==> src/design/otat_pkg.sv <==
// Shared types and codes for the owner-tagged allocation tracker.
package otat_pkg;

   typedef enum logic [1:0] {
      OP_TRACK   = 2'd0,
      OP_FREE    = 2'd1,
      OP_RELEASE = 2'd2
   } op_type;

   typedef enum logic [2:0] {
      ST_STORED   = 3'd0,
      ST_FULL     = 3'd1,
      ST_FREED    = 3'd2,
      ST_NOTFOUND = 3'd3,
      ST_RELEASED = 3'd4
   } status_type;

   typedef enum logic [1:0] {
      S_IDLE,
      S_SCAN,
      S_CLOSE
   } state_type;

   typedef struct packed {
      logic        valid;
      logic [31:0] addr;
      logic [15:0] pages;
      logic [7:0]  owner;
   } entry_type;

   typedef struct packed {
      logic hit;   // entry at the head was changed
      logic grow;  // change adds an entry
      logic emit;  // change produces a released-entry beat
   } head_result_type;

endpackage

==> src/design/owner_tagged_allocation_tracker.sv <==
// Top level: request control, entry chain and result register of the tracker.
// Each request rotates the whole chain once past the head unit, then loads a closing beat;
// a stalled result beat holds the scan.
// One request is in work at a time; a new one is taken once the closing beat is loaded.
// Reset clears all valid marks and the active count at once; no clearing sweep.
module owner_tagged_allocation_tracker
   import otat_pkg::*;
#(
   parameter int TABLE_DEPTH = 32
) (
   input  logic        clock,
   input  logic        reset,
   input  logic        req_valid,
   output logic        req_ready,
   input  logic [1:0]  req_type,
   input  logic [31:0] req_base_addr,
   input  logic [15:0] req_page_count,
   input  logic [7:0]  req_owner_id,
   output logic        rsp_valid,
   input  logic        rsp_ready,
   output logic [2:0]  rsp_status,
   output logic [31:0] rsp_released_addr,
   output logic [15:0] rsp_released_pages,
   output logic [5:0]  rsp_active_entries,
   output logic        rsp_last
);

   localparam int IW = $clog2(TABLE_DEPTH);
   localparam int CW = $clog2(TABLE_DEPTH + 1);

   state_type       state_ff, state_in;
   logic [IW-1:0]   scan_cnt_ff, scan_cnt_in;
   logic [CW-1:0]   live_count_ff, live_count_in;
   logic            found_ff, found_in;
   logic [1:0]      op_ff;
   logic [31:0]     addr_ff;
   logic [15:0]     pages_ff;
   logic [7:0]      owner_ff;

   logic            rsp_valid_ff, rsp_valid_in;
   logic [2:0]      rsp_status_ff, rsp_status_in;
   logic [31:0]     rsp_addr_ff, rsp_addr_in;
   logic [15:0]     rsp_pages_ff, rsp_pages_in;
   logic [5:0]      rsp_active_ff, rsp_active_in;
   logic            rsp_last_ff, rsp_last_in;

   entry_type       chain [TABLE_DEPTH];
   entry_type       tail_entry;
   head_result_type head_res;
   logic            out_free, step, accept, close, load;
   status_type      close_status;
   logic [CW+5:0]   active_ext;

   assign out_free = !rsp_valid_ff || rsp_ready;
   assign step     = (state_ff == S_SCAN) && out_free;
   assign close    = (state_ff == S_CLOSE) && out_free;
   assign accept   = req_valid && req_ready;
   assign load     = (step && head_res.emit) || close;

   for (genvar k = 0; k < TABLE_DEPTH; k++) begin : g_cell
      entry_type cell_in;
      if (k == TABLE_DEPTH - 1) begin : g_tail
         assign cell_in = tail_entry;
      end else begin : g_body
         assign cell_in = chain[k+1];
      end
      otat_cell u_cell (
         .clock    (clock),
         .reset    (reset),
         .shift_en (step),
         .entry_in (cell_in),
         .entry_out(chain[k])
      );
   end

   otat_head u_head (
      .op        (op_ff),
      .addr      (addr_ff),
      .pages     (pages_ff),
      .owner     (owner_ff),
      .found     (found_ff),
      .head_entry(chain[0]),
      .tail_entry(tail_entry),
      .result    (head_res)
   );

   always_comb begin
      state_in    = state_ff;
      scan_cnt_in = scan_cnt_ff;
      unique case (state_ff)
         S_IDLE: begin
            if (accept) begin
               state_in    = S_SCAN;
               scan_cnt_in = '0;
            end
         end
         S_SCAN: begin
            if (step) begin
               if (scan_cnt_ff == IW'(TABLE_DEPTH - 1)) begin
                  state_in    = S_CLOSE;
                  scan_cnt_in = '0;
               end else begin
                  scan_cnt_in = scan_cnt_ff + IW'(1);
               end
            end
         end
         S_CLOSE: begin
            if (close) begin
               state_in = S_IDLE;
            end
         end
         default: state_in = S_IDLE;
      endcase
   end

   always_comb begin
      found_in      = found_ff;
      live_count_in = live_count_ff;
      if (accept) begin
         found_in = 1'b0;
      end else if (step && head_res.hit) begin
         found_in = 1'b1;
         if (head_res.grow) begin
            live_count_in = live_count_ff + CW'(1);
         end else begin
            live_count_in = live_count_ff - CW'(1);
         end
      end
   end

   always_comb begin
      unique case (op_ff)
         OP_TRACK:   close_status = found_ff ? ST_STORED : ST_FULL;
         OP_FREE:    close_status = found_ff ? ST_FREED : ST_NOTFOUND;
         OP_RELEASE: close_status = found_ff ? ST_FREED : ST_NOTFOUND;
         default:    close_status = ST_NOTFOUND;
      endcase
   end

   assign active_ext = {6'd0, live_count_in};

   always_comb begin
      rsp_valid_in  = rsp_valid_ff;
      rsp_status_in = rsp_status_ff;
      rsp_addr_in   = rsp_addr_ff;
      rsp_pages_in  = rsp_pages_ff;
      rsp_active_in = rsp_active_ff;
      rsp_last_in   = rsp_last_ff;
      if (load) begin
         rsp_valid_in  = 1'b1;
         rsp_active_in = active_ext[5:0];
         if (close) begin
            rsp_status_in = close_status;
            rsp_addr_in   = '0;
            rsp_pages_in  = '0;
            rsp_last_in   = 1'b1;
         end else begin
            rsp_status_in = ST_RELEASED;
            rsp_addr_in   = chain[0].addr;
            rsp_pages_in  = chain[0].pages;
            rsp_last_in   = 1'b0;
         end
      end else if (rsp_ready) begin
         rsp_valid_in = 1'b0;
      end
   end

   always_ff @(posedge clock) begin
      if (reset) begin
         state_ff      <= S_IDLE;
         scan_cnt_ff   <= '0;
         live_count_ff <= '0;
         found_ff      <= 1'b0;
         rsp_valid_ff  <= 1'b0;
      end else begin
         state_ff      <= state_in;
         scan_cnt_ff   <= scan_cnt_in;
         live_count_ff <= live_count_in;
         found_ff      <= found_in;
         rsp_valid_ff  <= rsp_valid_in;
      end
   end

   always_ff @(posedge clock) begin
      if (accept) begin
         op_ff    <= req_type;
         addr_ff  <= req_base_addr;
         pages_ff <= req_page_count;
         owner_ff <= req_owner_id;
      end
      rsp_status_ff <= rsp_status_in;
      rsp_addr_ff   <= rsp_addr_in;
      rsp_pages_ff  <= rsp_pages_in;
      rsp_active_ff <= rsp_active_in;
      rsp_last_ff   <= rsp_last_in;
   end

   assign req_ready          = (state_ff == S_IDLE);
   assign rsp_valid          = rsp_valid_ff;
   assign rsp_status         = rsp_status_ff;
   assign rsp_released_addr  = rsp_addr_ff;
   assign rsp_released_pages = rsp_pages_ff;
   assign rsp_active_entries = rsp_active_ff;
   assign rsp_last           = rsp_last_ff;

   // hold the rotation while the result register is blocked
   a_scan_hold: assert property (@(posedge clock) disable iff (reset)
      (state_ff == S_SCAN && !out_free) |=> $stable(scan_cnt_ff))
      else $error("scan advanced while result register was blocked");

   a_count_range: assert property (@(posedge clock) disable iff (reset)
      live_count_ff <= TABLE_DEPTH)
      else $error("active count exceeds table depth");

   a_release_not_last: assert property (@(posedge clock) disable iff (reset)
      (rsp_valid && rsp_status == ST_RELEASED) |-> !rsp_last)
      else $error("released-entry beat marked last");

   a_idle_counter: assert property (@(posedge clock) disable iff (reset)
      (state_ff == S_IDLE) |-> (scan_cnt_ff == '0))
      else $error("scan counter not parked while idle");

endmodule

==> src/design/otat_cell.sv <==
// One table slot of the rotating entry chain.
module otat_cell
   import otat_pkg::*;
(
   input  logic      clock,
   input  logic      reset,
   input  logic      shift_en,
   input  entry_type entry_in,
   output entry_type entry_out
);

   logic        valid_ff;
   logic [31:0] addr_ff;
   logic [15:0] pages_ff;
   logic [7:0]  owner_ff;

   always_ff @(posedge clock) begin
      if (reset) begin
         valid_ff <= 1'b0;
      end else if (shift_en) begin
         valid_ff <= entry_in.valid;
      end
   end

   always_ff @(posedge clock) begin
      if (shift_en) begin
         addr_ff  <= entry_in.addr;
         pages_ff <= entry_in.pages;
         owner_ff <= entry_in.owner;
      end
   end

   assign entry_out = '{valid: valid_ff, addr: addr_ff, pages: pages_ff, owner: owner_ff};

endmodule

==> src/design/otat_head.sv <==
// Compare and update unit at the head of the entry chain.
module otat_head
   import otat_pkg::*;
(
   input  logic [1:0]      op,
   input  logic [31:0]     addr,
   input  logic [15:0]     pages,
   input  logic [7:0]      owner,
   input  logic            found,
   input  entry_type       head_entry,
   output entry_type       tail_entry,
   output head_result_type result
);

   always_comb begin
      tail_entry = head_entry;
      result     = '0;
      unique case (op)
         OP_TRACK: begin
            // take the first free slot only
            if (!found && !head_entry.valid) begin
               tail_entry.valid = 1'b1;
               tail_entry.addr  = addr;
               tail_entry.pages = pages;
               tail_entry.owner = owner;
               result.hit       = 1'b1;
               result.grow      = 1'b1;
            end
         end
         OP_FREE: begin
            if (!found && head_entry.valid && head_entry.addr == addr &&
                head_entry.pages == pages) begin
               tail_entry.valid = 1'b0;
               result.hit       = 1'b1;
            end
         end
         OP_RELEASE: begin
            if (head_entry.valid && head_entry.owner == owner) begin
               tail_entry.valid = 1'b0;
               result.hit       = 1'b1;
               result.emit      = 1'b1;
            end
         end
         default: ;
      endcase
   end

endmodule
==> config.mk <==
export PLATFORM = sky130hd
export DESIGN_NAME = owner_tagged_allocation_tracker
export DESIGN_NICKNAME = d
export VERILOG_FILES = /design/src/design/otat_pkg.sv /design/src/design/owner_tagged_allocation_tracker.sv /design/src/design/otat_cell.sv /design/src/design/otat_head.sv
export SDC_FILE = /design/constraint.sdc
export NUM_CORES = 1
export LEC_CHECK = 0
export ABC_AREA = 1
export BUFFER_PORTS_ARGS = -buffer_cell sky130_fd_sc_hd__buf_2
export CAP_MARGIN = 10
export CORE_ASPECT_RATIO = 0.7
export CORE_MARGIN = 1.5
export CORE_UTILIZATION = 43
export CTS_CLUSTER_DIAMETER = 120
export DETAILED_ROUTE_END_ITERATION = 8
export SLEW_MARGIN = 20
export SYNTH_ARGS = -nofsm -noshare
export SYNTH_HDL_FRONTEND = slang
export SYNTH_HIERARCHICAL = 1
export SYNTH_SLANG_ARGS = --single-unit
==> constraint.sdc <==
create_clock -name clock -period 36.5 [get_ports clock]
set_clock_uncertainty 0.05 [all_clocks]
set_input_delay 3.65 -clock clock [delete_from_list [all_inputs] [get_ports clock]]
set_output_delay 3.65 -clock clock [all_outputs]
set_load 0.1 [all_outputs]
==> results.md <==
- Buffers & Inverters on Critical Path: 6
- Flops & latches, synth: 1955
- Final Routed Wirelength: 89.40 mm
- Clk sinks: 1955
- Unrepaired setup endpoints after global routing: false
- Post-DR wirelength/cell: 17.24 µm
- Via count: 23630
- Largest net degree at the start of global routing: 213
- Starting DRT DRC Count: 2395
- Crit Path Max Fanout: 212
- Mapped cell area: 62410 µm²
- Routability Congestion: 0.8080
- First-pass GRT wire length: 136.4 mm
- Leading area contributor after synthesis: edfxtp_1
- TritonCTS Buffers: 178
- Area grow syn2layout: 13.33%
- Cells after synthesis: 2883
- IR drop worst, VDD: 46.72 µV
- Pleak: 23.99 nW
- Site row count: 116
- Setup violators final: 0
- IO Pins: 122
- Setup slack after layout: 28.50 ns
- Fill count: 11310
- Drt via density: 4.559
- Startpoint types: input pin
- Distinct cell type count after synthesis: 39
- Worst Setup End Kind: flip-flop
- Antenna violations before repair: 7
- Async SR Flop Fraction: 0
- DR pass1 iterations: 7
- CTS H-tree depth: 4
- Port bufs: 121
- CTS Buffer Depth: 3
- Post_cts resized: 0
- Share of layout cells above drive strength 1: 0.1317
- Ys flop type: edfxtp_1
- Worst-margin pin slew: 1.093 ns
- Slew Limit Fails: 0
- Crit Path Class: in2reg
- # hold bufs at CTS: 0
- Clock Latency Late Sink: 0.79 ns
- Sequential area share after synthesis: 0.9330
- Die Ht: 321.8 µm
- Initial core utilization: 0.4348
- Post-CTS Setup Inserts: 0
- EDFF count, synth: 1908
- Hold crit path type: reg2reg
- CP Data Required Time: 36.85 ns
- Period utilisation layout: 0.2192
- Cell Pwr Density: 67.79 nW/µm²
- Syn Nets: 2954
- Slew headroom: 0.2711
- Detailed Place HPWL: 49.27 mm
- CTS tree: done
- Warnings, synthesis: 6
- Status: completed
- Core area: 143500 µm²
- Worst-path clk slew: 0.06 ns
- Max-cap violations: 0
- Min Clock Period, post-route: 8.000 ns
- CP top delay family: buffers and inverters
- TNS Setup: 0 ns
- Syn_area_per_cell: 21.65 µm²
- Clock root cell: clkbuf_16
- Critical path's slowest cell: buf_4
- WP data arrival: 8.35 ns
- Final hold violations: 0
- Most frequent cell after synthesis: edfxtp_1
- Grt ovf: 0
- Total Nets Final: 3226
- Achievable frequency: 125.0 MHz
- Placement Setup Slack: 27.40 ns
- Synth top cells by count: edfxtp_1, nand2_1, inv_1
- Vias in the first global route: 22260
- Synth area leaders: edfxtp_1, nand2_1, dfxtp_1, inv_1, nor2_1
- Detail Route Antenna Nets: 0
- GRT Total Usage: 0.1230
- Die area: 147500 µm²
- Yosys top cell area share: 0.9180
- Die X: 458.4 µm
- CP max stage delay: 0.94 ns
- Crit-path cells: buf_2 -> nor2_4 -> nor2_4 -> buf_12 -> buf_12 -> buf_4 -> buf_4 -> buf_6
- DRC viols: 0
[cells in the final DEF (no fill, tap or decap), types with 14 or more instances in the layout]
master	instances
nand2_1	325
clkinv_1	38
nand3_1	14
clkbuf_1	49
dfxtp_1	47
inv_1	219
nor2_2	35
nor2_1	133
o21ai_0	51
a21oi_1	15
edfxtp_1	1908
buf_2	121
clkinv_2	24
clkbuf_16	179
[where the power goes]
group	switching, mW	internal [mW]	total (mW)	leakage, nW
Clock	0.777	0.960	1.74	2.65
Sequential	0.0672	2.76	2.83	18.2
Combinational	0.195	0.0356	0.231	3.16
Total	1.04	3.76	4.80	24.0
[state kept, by name (all words and copies together), names as in the netlist]
signal,cells
pages_ff,16
rsp_released_addr,32
g_cell.u_cell/valid_ff,32
owner_ff,8
g_cell.u_cell/pages_ff,512
g_cell.u_cell/owner_ff,256
rsp_released_pages,16
g_cell.u_cell/addr_ff,1024
addr_ff,32
rsp_status,3
rsp_last,1
scan_cnt_ff,5
op_ff,2
found_ff,1
live_count_ff,6
state_ff,2
rsp_valid,1
rsp_active_entries,6
[final timing paths]
kind                                  from  slack [ns]                             to  cells after the start
min          g_cell[15].u_cell/addr_ff[26]        0.35  g_cell[14].u_cell/addr_ff[26]                      0
max                              rsp_ready       28.50  g_cell[17].u_cell/addr_ff[20]                      8
min reg2reg  g_cell[15].u_cell/addr_ff[26]        0.35  g_cell[14].u_cell/addr_ff[26]                      0
max reg2reg                    state_ff[1]       31.02  g_cell[17].u_cell/addr_ff[20]                      8
[worst reg2reg max path, stage by stage, from the launching register on]
cell	delay (ns)
dfxtp_1	0.31
inv_1	0.07
nand2_2	0.11
nor2_4	0.15
buf_12	0.69
buf_12	0.95
buf_4	1.00
buf_4	0.98
buf_6	0.78
[per-layer routing]
layer | global-route usage | part of all wire
met2 | 0.1718 | 0.44
met3 | 0.02961 | 0.042
met1 | 0.1856 | 0.48
met4 | 0.05006 | 0.031
met5 | 0 | 0.00011
[kinds of logic (layout without fill, tap and decap cells)]
| logic type | Yosys count | in the layout | share of synthesized area |
|---|---|---|---|
| flops | 1955 | 1955 | 0.9330 |
| compound gates | 74 | 74 | 0.006295 |
| other cells | 0 | 1 | 0 |
| xor+xnor | 19 | 19 | 0.002666 |
| simple gates | 552 | 552 | 0.03701 |
| buf+inv | 274 | 686 | 0.01906 |
| fa+ha+maj | 9 | 9 | 0.001925 |
[metrics by stage]
stage / total power, mW / cells / cell area [µm²] / hold WS [ns] / util
6_report: 4.795 / 5184 / 70740 / 0.3512 / 0.4928
5_1_grt: 4.990 / 5183 / 70730 / 0.3608 / 0.4928
4_1_cts: 4.866 / 5183 / 70730 / 0.3491 / 0.4927
3_5_place_dp: 3.109 / 4863 / 65270 / 0.3545 / 0.4547
3_3_place_gp: 3.100 / 4863 / 65270 / 0.3502 / 0.4547
2_1_floorplan: 3.251 / 2883 / 62410 / 0.3503 / -
[final cells by class]
class / instances / area, µm² / area share
Clock buffer: 233 / 4732 / 0.06690
Timing Repair Buffer: 141 / 825.8 / 0.01167
Antenna cell: 1 / 2.502 / 0.00003538
Multi-Input combinational cell: 654 / 3002 / 0.04243
Clock inverter: 87 / 725.7 / 0.01026
Sequential cell: 1955 / 58240 / 0.8233
Tap cell: 1888 / 2362 / 0.03340
Inverter: 225 / 850.8 / 0.01203
Note: power is estimated with default switching activity, not from simulation.
